File: src/spl_pkg.sv
// Shared types, reply codes and character constants for the serial password
// lock controller. No dependencies.
package spl_pkg;

  localparam logic [3:0] MaxAttemptsReset = 4'd3;

  localparam logic [7:0] ChHash  = 8'h23;  // '#'
  localparam logic [7:0] ChV     = 8'h76;  // 'v'
  localparam logic [7:0] ChP     = 8'h70;  // 'p'
  localparam logic [7:0] ChC     = 8'h63;  // 'c'
  localparam logic [7:0] ChH     = 8'h68;  // 'h'
  localparam logic [7:0] ChL     = 8'h6c;  // 'l'
  localparam logic [7:0] ChN     = 8'h6e;  // 'n'
  localparam logic [7:0] ChZero  = 8'h30;  // '0'
  localparam logic [7:0] ChNine  = 8'h39;  // '9'

  typedef enum logic [2:0] {
    ReplyNone    = 3'd0,
    ReplyUnknown = 3'd1,
    ReplyUserOk  = 3'd2,
    ReplyPassOk  = 3'd3,
    ReplyPassBad = 3'd4,
    ReplyLocked  = 3'd5,
    ReplyBadAct  = 3'd6
  } reply_e;

  // Result of one byte: reply and the output levels after the step.
  typedef struct packed {
    reply_e reply;
    logic   door;
    logic   light;
    logic   locked;
  } result_t;

  // Expected characters of the user name prefix "user".
  function automatic logic [7:0] name_char(input logic [1:0] idx);
    logic [7:0] ch;
    case (idx)
      2'd0:    ch = 8'h75;  // 'u'
      2'd1:    ch = 8'h73;  // 's'
      2'd2:    ch = 8'h65;  // 'e'
      default: ch = 8'h72;  // 'r'
    endcase
    return ch;
  endfunction

endpackage

File: src/serial_password_lock_controller.sv
// Top level of the serial password lock controller: input register, state
// machine and output register. Depends on spl_pkg and spl_core.
//
// Usage: one received serial byte enters per transfer on the input channel
// (in_valid_i, in_stall_o, rx_byte_i). Each byte yields exactly one result
// transfer on the output channel (out_valid_o, out_stall_i) carrying the
// reply code and the door, light, alarm and buzzer levels after that byte.
// max_attempts is written through cfg_we_i / cfg_wdata_i while the block is
// idle; it takes effect on the next byte.
//
// A byte that transfers waits in the input register while the state machine
// decides, and the decision loads the output register. Throughput is one byte
// per cycle while the receiver does not stall; the combinational next-state
// logic of the state machine sets that rate.
// When the receiver stalls, the result holds in the output register and one
// more byte can wait in the input register; beyond that in_stall_o rises.
// Reset clears both valid flags, returns to user entry with door and light
// off, and restores max_attempts to three. The locked state is left only by
// reset.
module serial_password_lock_controller (
  input  logic       clk_i,
  input  logic       rst_ni,
  input  logic       cfg_we_i,
  input  logic [3:0] cfg_wdata_i,
  input  logic       in_valid_i,
  output logic       in_stall_o,
  input  logic [7:0] rx_byte_i,
  output logic       out_valid_o,
  input  logic       out_stall_i,
  output logic [2:0] reply_code_o,
  output logic       door_on_o,
  output logic       light_on_o,
  output logic       alarm_on_o,
  output logic       buzzer_on_o
);
  import spl_pkg::*;

  logic       in_valid_q;
  logic [7:0] in_byte_q;
  logic       out_valid_q;
  result_t    out_res_q;
  result_t    core_res;
  logic       out_free;
  logic       step;

  // The output register can load when it is empty or its result leaves now.
  assign out_free   = !out_valid_q || !out_stall_i;
  assign step       = in_valid_q && out_free;
  assign in_stall_o = in_valid_q && !out_free;

  always_ff @(posedge clk_i or negedge rst_ni) begin
    if (!rst_ni) begin
      in_valid_q  <= 1'b0;
      out_valid_q <= 1'b0;
    end else begin
      if (!in_stall_o) in_valid_q <= in_valid_i;
      if (out_free) out_valid_q <= in_valid_q;
    end
  end

  // Payload registers carry no reset.
  always_ff @(posedge clk_i) begin
    if (in_valid_i && !in_stall_o) in_byte_q <= rx_byte_i;
    if (step) out_res_q <= core_res;
  end

  spl_core u_core (
    .clk_i       (clk_i),
    .rst_ni      (rst_ni),
    .cfg_we_i    (cfg_we_i),
    .cfg_wdata_i (cfg_wdata_i),
    .step_i      (step),
    .byte_i      (in_byte_q),
    .result_o    (core_res)
  );

  assign out_valid_o  = out_valid_q;
  assign reply_code_o = out_res_q.reply;
  assign door_on_o    = out_res_q.door;
  assign light_on_o   = out_res_q.light;
  assign alarm_on_o   = out_res_q.locked;
  assign buzzer_on_o  = out_res_q.locked;

`ifndef SYNTHESIS
  // A locked result is either the failing attempt itself or a locked reply.
  assert property (@(posedge clk_i) disable iff (!rst_ni)
    out_valid_o && alarm_on_o |->
      (reply_code_o == ReplyLocked || reply_code_o == ReplyPassBad))
    else $error("alarm raised with an unexpected reply code");

  // Lockout is permanent until reset.
  assert property (@(posedge clk_i) disable iff (!rst_ni)
    out_valid_o && alarm_on_o |=> alarm_on_o)
    else $error("alarm dropped after lockout");

  // The input side stalls only behind a full, stalled output register.
  assert property (@(posedge clk_i) disable iff (!rst_ni)
    in_stall_o |-> out_valid_o && out_stall_i && in_valid_q)
    else $error("input stalled without output backpressure");
`endif

endmodule

File: src/spl_core.sv
// Login and command state machine of the serial password lock controller.
// Holds the phase, counters and output levels; depends on spl_pkg.
module spl_core (
  input  logic             clk_i,
  input  logic             rst_ni,
  input  logic             cfg_we_i,
  input  logic [3:0]       cfg_wdata_i,
  input  logic             step_i,
  input  logic [7:0]       byte_i,
  output spl_pkg::result_t result_o
);
  import spl_pkg::*;

  typedef enum logic [3:0] {
    PhUser = 4'b0001,
    PhPass = 4'b0010,
    PhCmd  = 4'b0100,
    PhLock = 4'b1000
  } phase_e;

  phase_e     phase_q, phase_d;
  logic [2:0] count_q, count_d;
  logic       match_q, match_d;
  logic [3:0] digit_q, digit_d;
  logic [3:0] fails_q, fails_d;
  logic       door_q, door_d;
  logic       light_q, light_d;
  logic [3:0] max_att_q;
  reply_e     reply;

  logic [2:0] count_inc;
  logic [3:0] fails_inc;
  logic       user_match;
  logic [7:0] pass_char;

  assign count_inc = 3'(count_q + 3'd1);
  assign fails_inc = 4'(fails_q + 4'd1);
  assign pass_char = {4'h3, digit_q};

  always_comb begin
    phase_d    = phase_q;
    count_d    = count_q;
    match_d    = match_q;
    digit_d    = digit_q;
    fails_d    = fails_q;
    door_d     = door_q;
    light_d    = light_q;
    reply      = ReplyNone;
    user_match = match_q;
    case (phase_q)
      PhUser: begin
        if (byte_i != ChV) begin
          if (byte_i != ChHash) begin
            if (count_q < 3'd4) begin
              if (byte_i != name_char(count_q[1:0])) user_match = 1'b0;
            end else if (count_q == 3'd4) begin
              if (byte_i >= ChZero && byte_i <= ChNine) digit_d = byte_i[3:0];
              else user_match = 1'b0;
            end
            count_d = count_inc;
            match_d = user_match;
          end
          // The name ends on '#' or once six bytes have been counted.
          if (byte_i == ChHash || count_d == 3'd6) begin
            count_d = 3'd0;
            match_d = 1'b1;
            if (user_match && ((byte_i == ChHash) ? count_q : count_inc) >= 3'd5) begin
              fails_d = 4'd0;
              phase_d = PhPass;
              reply   = ReplyUserOk;
            end else begin
              reply   = ReplyUnknown;
            end
          end
        end
      end
      PhPass: begin
        if (byte_i == ChV) begin
          phase_d = PhUser;
          count_d = 3'd0;
          match_d = 1'b1;
        end else if (byte_i != ChHash) begin
          // Long attempts saturate at four counted bytes.
          if (count_q < 3'd4) begin
            if (byte_i != pass_char) match_d = 1'b0;
            count_d = count_inc;
          end
        end else begin
          count_d = 3'd0;
          match_d = 1'b1;
          if (match_q && count_q >= 3'd4) begin
            phase_d = PhCmd;
            reply   = ReplyPassOk;
          end else begin
            fails_d = fails_inc;
            reply   = ReplyPassBad;
            if (fails_inc >= max_att_q) phase_d = PhLock;
          end
        end
      end
      PhCmd: begin
        case (byte_i)
          ChP:     door_d = 1'b1;
          ChC:     door_d = 1'b0;
          ChH:     light_d = 1'b1;
          ChL:     light_d = 1'b0;
          ChN, ChV: begin
            phase_d = PhUser;
            count_d = 3'd0;
            match_d = 1'b1;
          end
          default: reply = ReplyBadAct;
        endcase
      end
      default: reply = ReplyLocked;
    endcase
  end

  assign result_o = '{reply: reply, door: door_d, light: light_d,
                      locked: (phase_d == PhLock)};

  always_ff @(posedge clk_i or negedge rst_ni) begin
    if (!rst_ni) begin
      phase_q   <= PhUser;
      count_q   <= 3'd0;
      match_q   <= 1'b1;
      digit_q   <= 4'd0;
      fails_q   <= 4'd0;
      door_q    <= 1'b0;
      light_q   <= 1'b0;
      max_att_q <= MaxAttemptsReset;
    end else begin
      if (cfg_we_i) max_att_q <= cfg_wdata_i;
      if (step_i) begin
        phase_q <= phase_d;
        count_q <= count_d;
        match_q <= match_d;
        digit_q <= digit_d;
        fails_q <= fails_d;
        door_q  <= door_d;
        light_q <= light_d;
      end
    end
  end

endmodule
File: config.mk
export PLATFORM = sky130hd
export DESIGN_NAME = serial_password_lock_controller
export DESIGN_NICKNAME = d
export VERILOG_FILES = /design/src/spl_pkg.sv /design/src/serial_password_lock_controller.sv /design/src/spl_core.sv
export SDC_FILE = /design/constraint.sdc
export NUM_CORES = 1
export LEC_CHECK = 0
export BUFFER_PORTS_ARGS = -buffer_cell sky130_fd_sc_hd__buf_2
export CORE_ASPECT_RATIO = 0.9
export CORE_MARGIN = 2
export CORE_UTILIZATION = 45
export CTS_BUF_LIST = sky130_fd_sc_hd__clkbuf_8 sky130_fd_sc_hd__clkbuf_16
export DETAILED_ROUTE_END_ITERATION = 6
export PLACE_DENSITY = 0.74
export SETUP_SLACK_MARGIN = 0.2
export SLEW_MARGIN = 15
export SYNTH_ARGS = -nofsm -noshare
export SYNTH_HDL_FRONTEND = slang
export SYNTH_SLANG_ARGS = --single-unit
export TNS_END_PERCENT = 1
File: constraint.sdc
create_clock -name clk_i -period 3.73 [get_ports clk_i]
set_input_delay 0.746 -clock clk_i [delete_from_list [all_inputs] [get_ports clk_i]]
set_output_delay 0.746 -clock clk_i [all_outputs]
set_load 0.03 [all_outputs]
==> impl_results.md, run 1 <==
- CTS Buf Count: 5
- Post-synthesis sequential area ratio: 43.5%
- Initial drt markers: 133
- Initial Utilization: 47.7%
- Slew headroom: 59.3%
- WP data arrival: 3320 ps
- Area Growth Syn to Fin: 10.2%
- Worst reg2reg startpoint: in_byte_q[3]
- Post-synthesis register bit count: 38
- Post-synth top area share: 21.2%
- RSZ-0062 raised after global routing: false
- Placed cell count: approximately 320
- Met2 WL post-DR: 2.08 mm
- DR vias/cell: 5.52
- Number of I/O pins: 26
- CTS Buffer Depth: 2
- DR top layer: met4
- Largest net degree at the start of global routing: 25
- Cell Rows: 24
- Pwr Density: 306 nW/µm²
- Synthesized area per cell: just over 10 µm²
- Die Y: between 70 and 80 µm
- Postcts setup bufs: 0
- Number of synthesis warnings: 0
- Final worst slack: 597 ps
- Mapped Area: between 2000 and 2500 µm²
- Core ar.: 4950 µm²
- Final GP Congestion: ~0.87
- CP max FO: 11
- Clock tree sinks: 38
- Dpl ws: between 600 and 700 ps
- # port buffers: 25
- Final std cells w/o fill: 325
- Global-route wire length before repair: just over 8 mm
- DR pass1 iterations: 4
- R2R setup slack: 600 ps
- Status: finished clean
- Initial antenna violation count: 0
- Die X: 80.4 µm
- Clk_lat worst skew: approximately 300 ps
- CP endpoint kind: flip-flop
- Max Cap Viol: 0
- Crit Reg-Reg Endpoint: u_core.fails_q[3]
- Final Hold Viols: 0
- Vias in the first global route: 1,773
- R2R cell count: 9
- Routed WL: ~4.6 mm
- Antenna cell count: 0
- Clk_skew: 9.60 ps
- Post-DR wirelength/cell: 14.3 µm
- Pleak: 1.12 nW
- Hold Path Class: in2async
- Routed Antenna Nets: 0
- Syn Nets: 262
- Detailed Place HPWL: 3.48 mm
- Req. time, crit path: approximately 3900 ps
- Yosys top cell by area: dfrtp_1
- Final period utilization: a little over four fifths
- Setup_tns: 0 ps
- Synth cell types: 59
- Metal3 WL: 210 µm
- GR Overflow Total: 0
- Layout Nets: approximately 290
- Synth area leaders: dfrtp_1 (21%), edfxtp_1 (18%), ha_1 (5.8%)
- CTS hold repair buffers: 0
- FMAX: 0.319 GHz
- # setup viols final: 0
- Ratio of cells with drive above 1 in the final layout: between 20% and 30%
- Tmin final: 3130 ps
- Vias: 1,793
- Setup CP Type: reg2reg
- H-tree levels: 2
- Die area: about 5800 µm²
- VDD IR-drop max: 0.203 mV
- Post-synth ARST share: 63.2%
- CTS resizes: 0
- Root Driver: clkbuf_8
- Total track usage: 18.1%
- Clock transition at the registers of the reported paths: ~80 ps
- CP Launch Type: flip-flop
- # DRC: 0
- Post-synth EDFFs: 14
- Slew of the pin with the lowest slew margin: 611 ps
- TritonCTS clock tree: yes
- Cells after synthesis: 234
- Fin. max-slew vios: 0
- Metal-1 WL: 2.27 mm
- Synth Flop Type: dfrtp_1
[sequential cells by signal, indices dropped and copies added, names as in the netlist, 3 cells and up]
name and count:
u_core.digit_q 4, in_byte_q 8, u_core.fails_q 4, u_core.count_q 3
u_core.max_att_q 4, reply_code_o 3, u_core.phase_q 4
[power breakdown]
part | leakage, nW | switching [W] | internal [W] | total (W)
registers | 0.417 | 0.0000111 | 0.000450 | 0.000461
clock network | 0.0468 | 0.000142 | 0.000126 | 0.000267
logic | 0.655 | 0.0000440 | 0.0000244 | 0.0000684
total | 1.12 | 0.000197 | 0.000600 | 0.000797
[final cells by class]
| cell class | count | area, µm² |
|---|---|---|
| Multi-Input combinational cell | 174 | 1230 |
| Clock inverter | 3 | 12.5 |
| Clock buffer | 5 | 68.8 |
| Inverter | 14 | 52.6 |
| Tap cell | 65 | 81.3 |
| Sequential cell | 38 | 1030 |
| Fill cell | 439 | 2350 |
| Timing Repair Buffer | 26 | 133 |
[cells by family (layout without fill, tap and decap cells)]
family                     after synthesis  after routing  share of synthesized area (%)
xor gates and xnor gates                11             11                           4.08
DFF                                     38             38                           43.5
buffers and inverters                   22             48                           4.56
muxes                                    9              9                           4.24
adders and majority gates               11             11                           5.83
AOI/OAI and AO/OA                       54             54                           16.4
and+or+nand+nor                         89             89                           21.5
[worst max-delay path by stage]
stage / cells past startpoint / slack, ps / endpoint / start
4_1_cts: 9 / 610 / u_core.fails_q[3] / in_byte_q[3]
3_5_place_dp: 10 / 640 / alarm_on_o / in_byte_q[3]
2_1_floorplan: 12 / 1120 / u_core.fails_q[3] / in_byte_q[4]
3_3_place_gp: 10 / 780 / u_core.fails_q[1] / in_byte_q[3]
6_report: 9 / 600 / u_core.fails_q[3] / in_byte_q[3]
5_1_grt: 9 / 340 / u_core.fails_q[1] / in_byte_q[3]
[synth_stat cells, drive strengths merged, types with 3 or more instances]
cell type and number:
nor4b 3, o21ai 17, xor2 8, mux2 8, nand3b 5, nor2b 4
nand2 29, nor2 9, clkbuf 3, o22ai 3, ha 11, buf 5
xnor2 3, nand3 6, and2 4, edfxtp 14, inv 14, dfstp 4
nand2b 8, a21oi 12, nor3 6, dfrtp 20
[per-layer routing]
metal / vias to the layer above / global-route usage (%)
met5: - / 0
met4: 0 / 7.34
met3: 9 / 3.96
met2: 44 / 27.9
met1: 844 / 24.9
li1: 896 / -
[per-stage QoR]
| step | utilization, % | total power (W) | hold WS (ps) | instance area (µm²) |
|---|---|---|---|---|
| after global placement | 50.9 | 0.000536 | 467 | 2520 |
| after detailed placement | 50.9 | 0.000538 | 485 | 2520 |
| after global routing | 52.5 | 0.000832 | 486 | 2600 |
| after floorplan | - | 0.000512 | 446 | 2360 |
| after CTS | 52.5 | 0.000808 | 462 | 2600 |
| final | 52.5 | 0.000797 | 434 | 2600 |
[cell usage in the layout (no fill, tap or decap), types with 8 or more instances in the layout]
cell      instances
nand2_1          29
buf_2            25
dfrtp_1          20
o21ai_0          16
inv_1            14
edfxtp_1         14
ha_1             11
a21oi_1          10
nor2_1            9
xor2_1            8
nand2b_1          8
[critical path: stages (launching register included)]
cell and delay [ps]:
edfxtp_1 560, nor4b_1 330, and2_1 380, inv_2 120
ha_1 330, and3_1 180, o22ai_1 140, a221oi_1 600
nor2b_1 110, a221o_1 280
(Power assumes the default switching activity.)
==> run 2, diff against run 1 <==
PLACE_DENSITY = 0.76   (was 0.74)
clock period = 2.54 ns   (was 3.73 ns; I/O delays follow)
==> impl_results.md, run 2 (synthesized netlist as in run 1, its figures left out) <==
- Status: finished clean
- VDD IR-drop max: 0.341 mV (+68%)
- Final period utilization: 95.6% (+12 points)
- Hold slack final: 199 ps (-235 ps)
- Die X: 80.4 µm (unchanged)
- Total track usage: 18.7% (+0.58 points)
- WP data arrival: 2600 ps (-720 ps)
- Slew headroom: 63.1% (+3.8 points)
- Crit-path max cell delay: 410 ps (-190 ps)
- Die area: 5840 µm² (unchanged)
- Pleak: 1.22 nW (+9.4%)
- CP endpoint kind: flip-flop
- Pwr Density: 422 nW/µm² (+38%)
- Max reg flops: 8 (unchanged)
- Sequential cell area: 1030 µm² (unchanged)
- Fin. max-slew vios: 0 (unchanged)
- CP Launch Type: flip-flop
- CTS Buffer Depth: 2 (unchanged)
- # port buffers: 25 (unchanged)
- Hold Path Class: in2async
- Initial drt markers: 121 (-9.0%)
- Number of I/O pins: 26 (unchanged)
- Initial antenna violation count: 0 (unchanged)
- Root Driver: clkbuf_8
- GR Overflow Total: 0 (unchanged)
- Max Cap Viol: 0 (unchanged)
- Multi-input logic area: 1270 µm² (+3.3%)
- DR vias/cell: 5.47 (-0.89%)
- Global-route wire length before repair: 8.43 mm (+2.8%)
- FMAX: 0.412 GHz (+29%)
- Commonest non-fill, non-tap cell in the layout: nand2_1
- Fill count: 449 (+2.3%)
- Core ar.: 4950 µm² (unchanged)
- Routed Antenna Nets: 0 (unchanged)
- Clk_lat worst skew: 290 ps (about the same)
- Crit path buf inv count: 2 (+1)
- Layout Nets: 306 (+6.6%)
- Req. time, crit path: 2710 ps (-1210 ps)
- Slew of the pin with the lowest slew margin: 554 ps (-57.3 ps)
- Vias in the first global route: 1,840 (+3.8%)
- Tmin final: 2430 ps (-705 ps)
- TritonCTS clock tree: yes
- RSZ-0062 raised after global routing: true
- Largest net degree at the start of global routing: 25 (unchanged)
- CP top delay family: compound AO/OA/AOI/OAI gates
- Ratio of cells with drive above 1 in the final layout: 28.3% (+8.3 points)
- Top reg by flops: in_byte_q
- Die Y: 72.7 µm (unchanged)
- DR pass1 iterations: 5 (+1)
- Routed WL: 4.87 mm (+5.2%)
- Final Hold Viols: 0 (unchanged)
- Most frequent cells in the layout: nand2_1 (29), buf_2 (25), dfrtp_1 (20), buf_4 (20), o21ai_0 (16)
- Antenna cell count: 0 (unchanged)
- Setup_tns: 0 ps (unchanged)
- Overall power: 0.00118 W (+48%)
- CP max-delay cell: edfxtp_1
- Area Growth Syn to Fin: 18.1%
- Setup CP Type: reg2reg
- CTS hold repair buffers: 0 (unchanged)
- Post-DR wirelength/cell: 14.2 µm (-0.65%)
- CP max FO: 6 (-5)
- CTS Buf Count: 5 (unchanged)
- Detailed Place HPWL: 3.71 mm (+6.8%)
- Cell Rows: 24 (unchanged)
- Final GP Congestion: 0.917 (+5.6%)
- Vias: 1,881 (+4.9%)
- CP Cell Sequence: nor4b_2 -> and2_4 -> inv_6 -> ha_4 -> inv_2 -> o21ai_0 -> mux2_4 -> a211oi_4 -> a21oi_2 -> a221o_1
- # setup viols final: 0 (unchanged)
- H-tree levels: 2 (unchanged)
- Clock transition at the registers of the reported paths: 70 ps (about the same)
- Clock tree sinks: 38 (unchanged)
- # DRC: 0 (unchanged)
- Initial Utilization: 47.7% (unchanged)
- Clk_skew: 5.88 ps (-3.72 ps)
-- run 2: repair_timing --
item | in CTS | in global routing
buffers inserted | 5 | 1
gates resized for setup | 4 | 1
setup endpoints to repair | 7 | 10
pin swaps | 5 | 5
-- run 2: metrics by stage --
step | utilization (%) | std cells | worst slack (ps) | area [µm²]
after floorplan | - | 234 | 44.1 | 2400
after global placement | 53.5 | 330 | 81.2 | 2650
after detailed placement | 53.5 | 330 | -9.26 | 2650
after CTS | 56.1 | 343 | 134 | 2780
after global routing | 56.3 | 344 | 24.9 | 2790
final | 56.3 | 344 | 111 | 2790
-- run 2: layout make-up --
cell class / count / share of cell area, %
Clock buffer: 5 / 2.47
Multi-Input combinational cell: 174 / 45.5
Tap cell: 65 / 2.92
Clock inverter: 3 / 0.404
Timing Repair Buffer: 45 / 9.87
Inverter: 14 / 2.06
Sequential cell: 38 / 36.8
-- run 2: worst reg2reg max path: stages, from the launching register on --
cell and delay, ps:
edfxtp_1 410, nor4b_2 280, and2_4 200, inv_6 50, ha_4 210, inv_2 50, o21ai_0 70, mux2_4 310
a211oi_4 310, a21oi_2 130, a221o_1 320
-- run 2: metal layers --
metal  track usage, %  share of wire (%)  vias up  routed length [µm]
li1                 -                  -      936                   -
met1             24.8                 45      893                2210
met2             30.6                 49       47                2380
met3             4.33                5.0        5                 244
met4             5.46               0.82        0                  40
met5                0                  0        -                   0
-- run 2: power breakdown --
group	switching [W]	internal, W
Combinational	0.0000756	0.0000491
Sequential	0.00000887	0.000661
Clock	0.000199	0.000183
Total	0.000284	0.000892
-- run 2: final timing paths --
check,endpoint,cells past startpoint,from,slack (ps)
setup / recovery,u_core.fails_q[3],10,in_byte_q[4],110
hold / removal,out_valid_o,1,rst_ni,200
setup reg to reg,u_core.fails_q[3],10,in_byte_q[4],110
hold reg to reg,u_core.door_q,2,u_core.door_q,490
max in group asynchronous,u_core.match_q,1,rst_ni,1960
min in group clk_i,in_byte_q[2],1,rx_byte_i[2],390
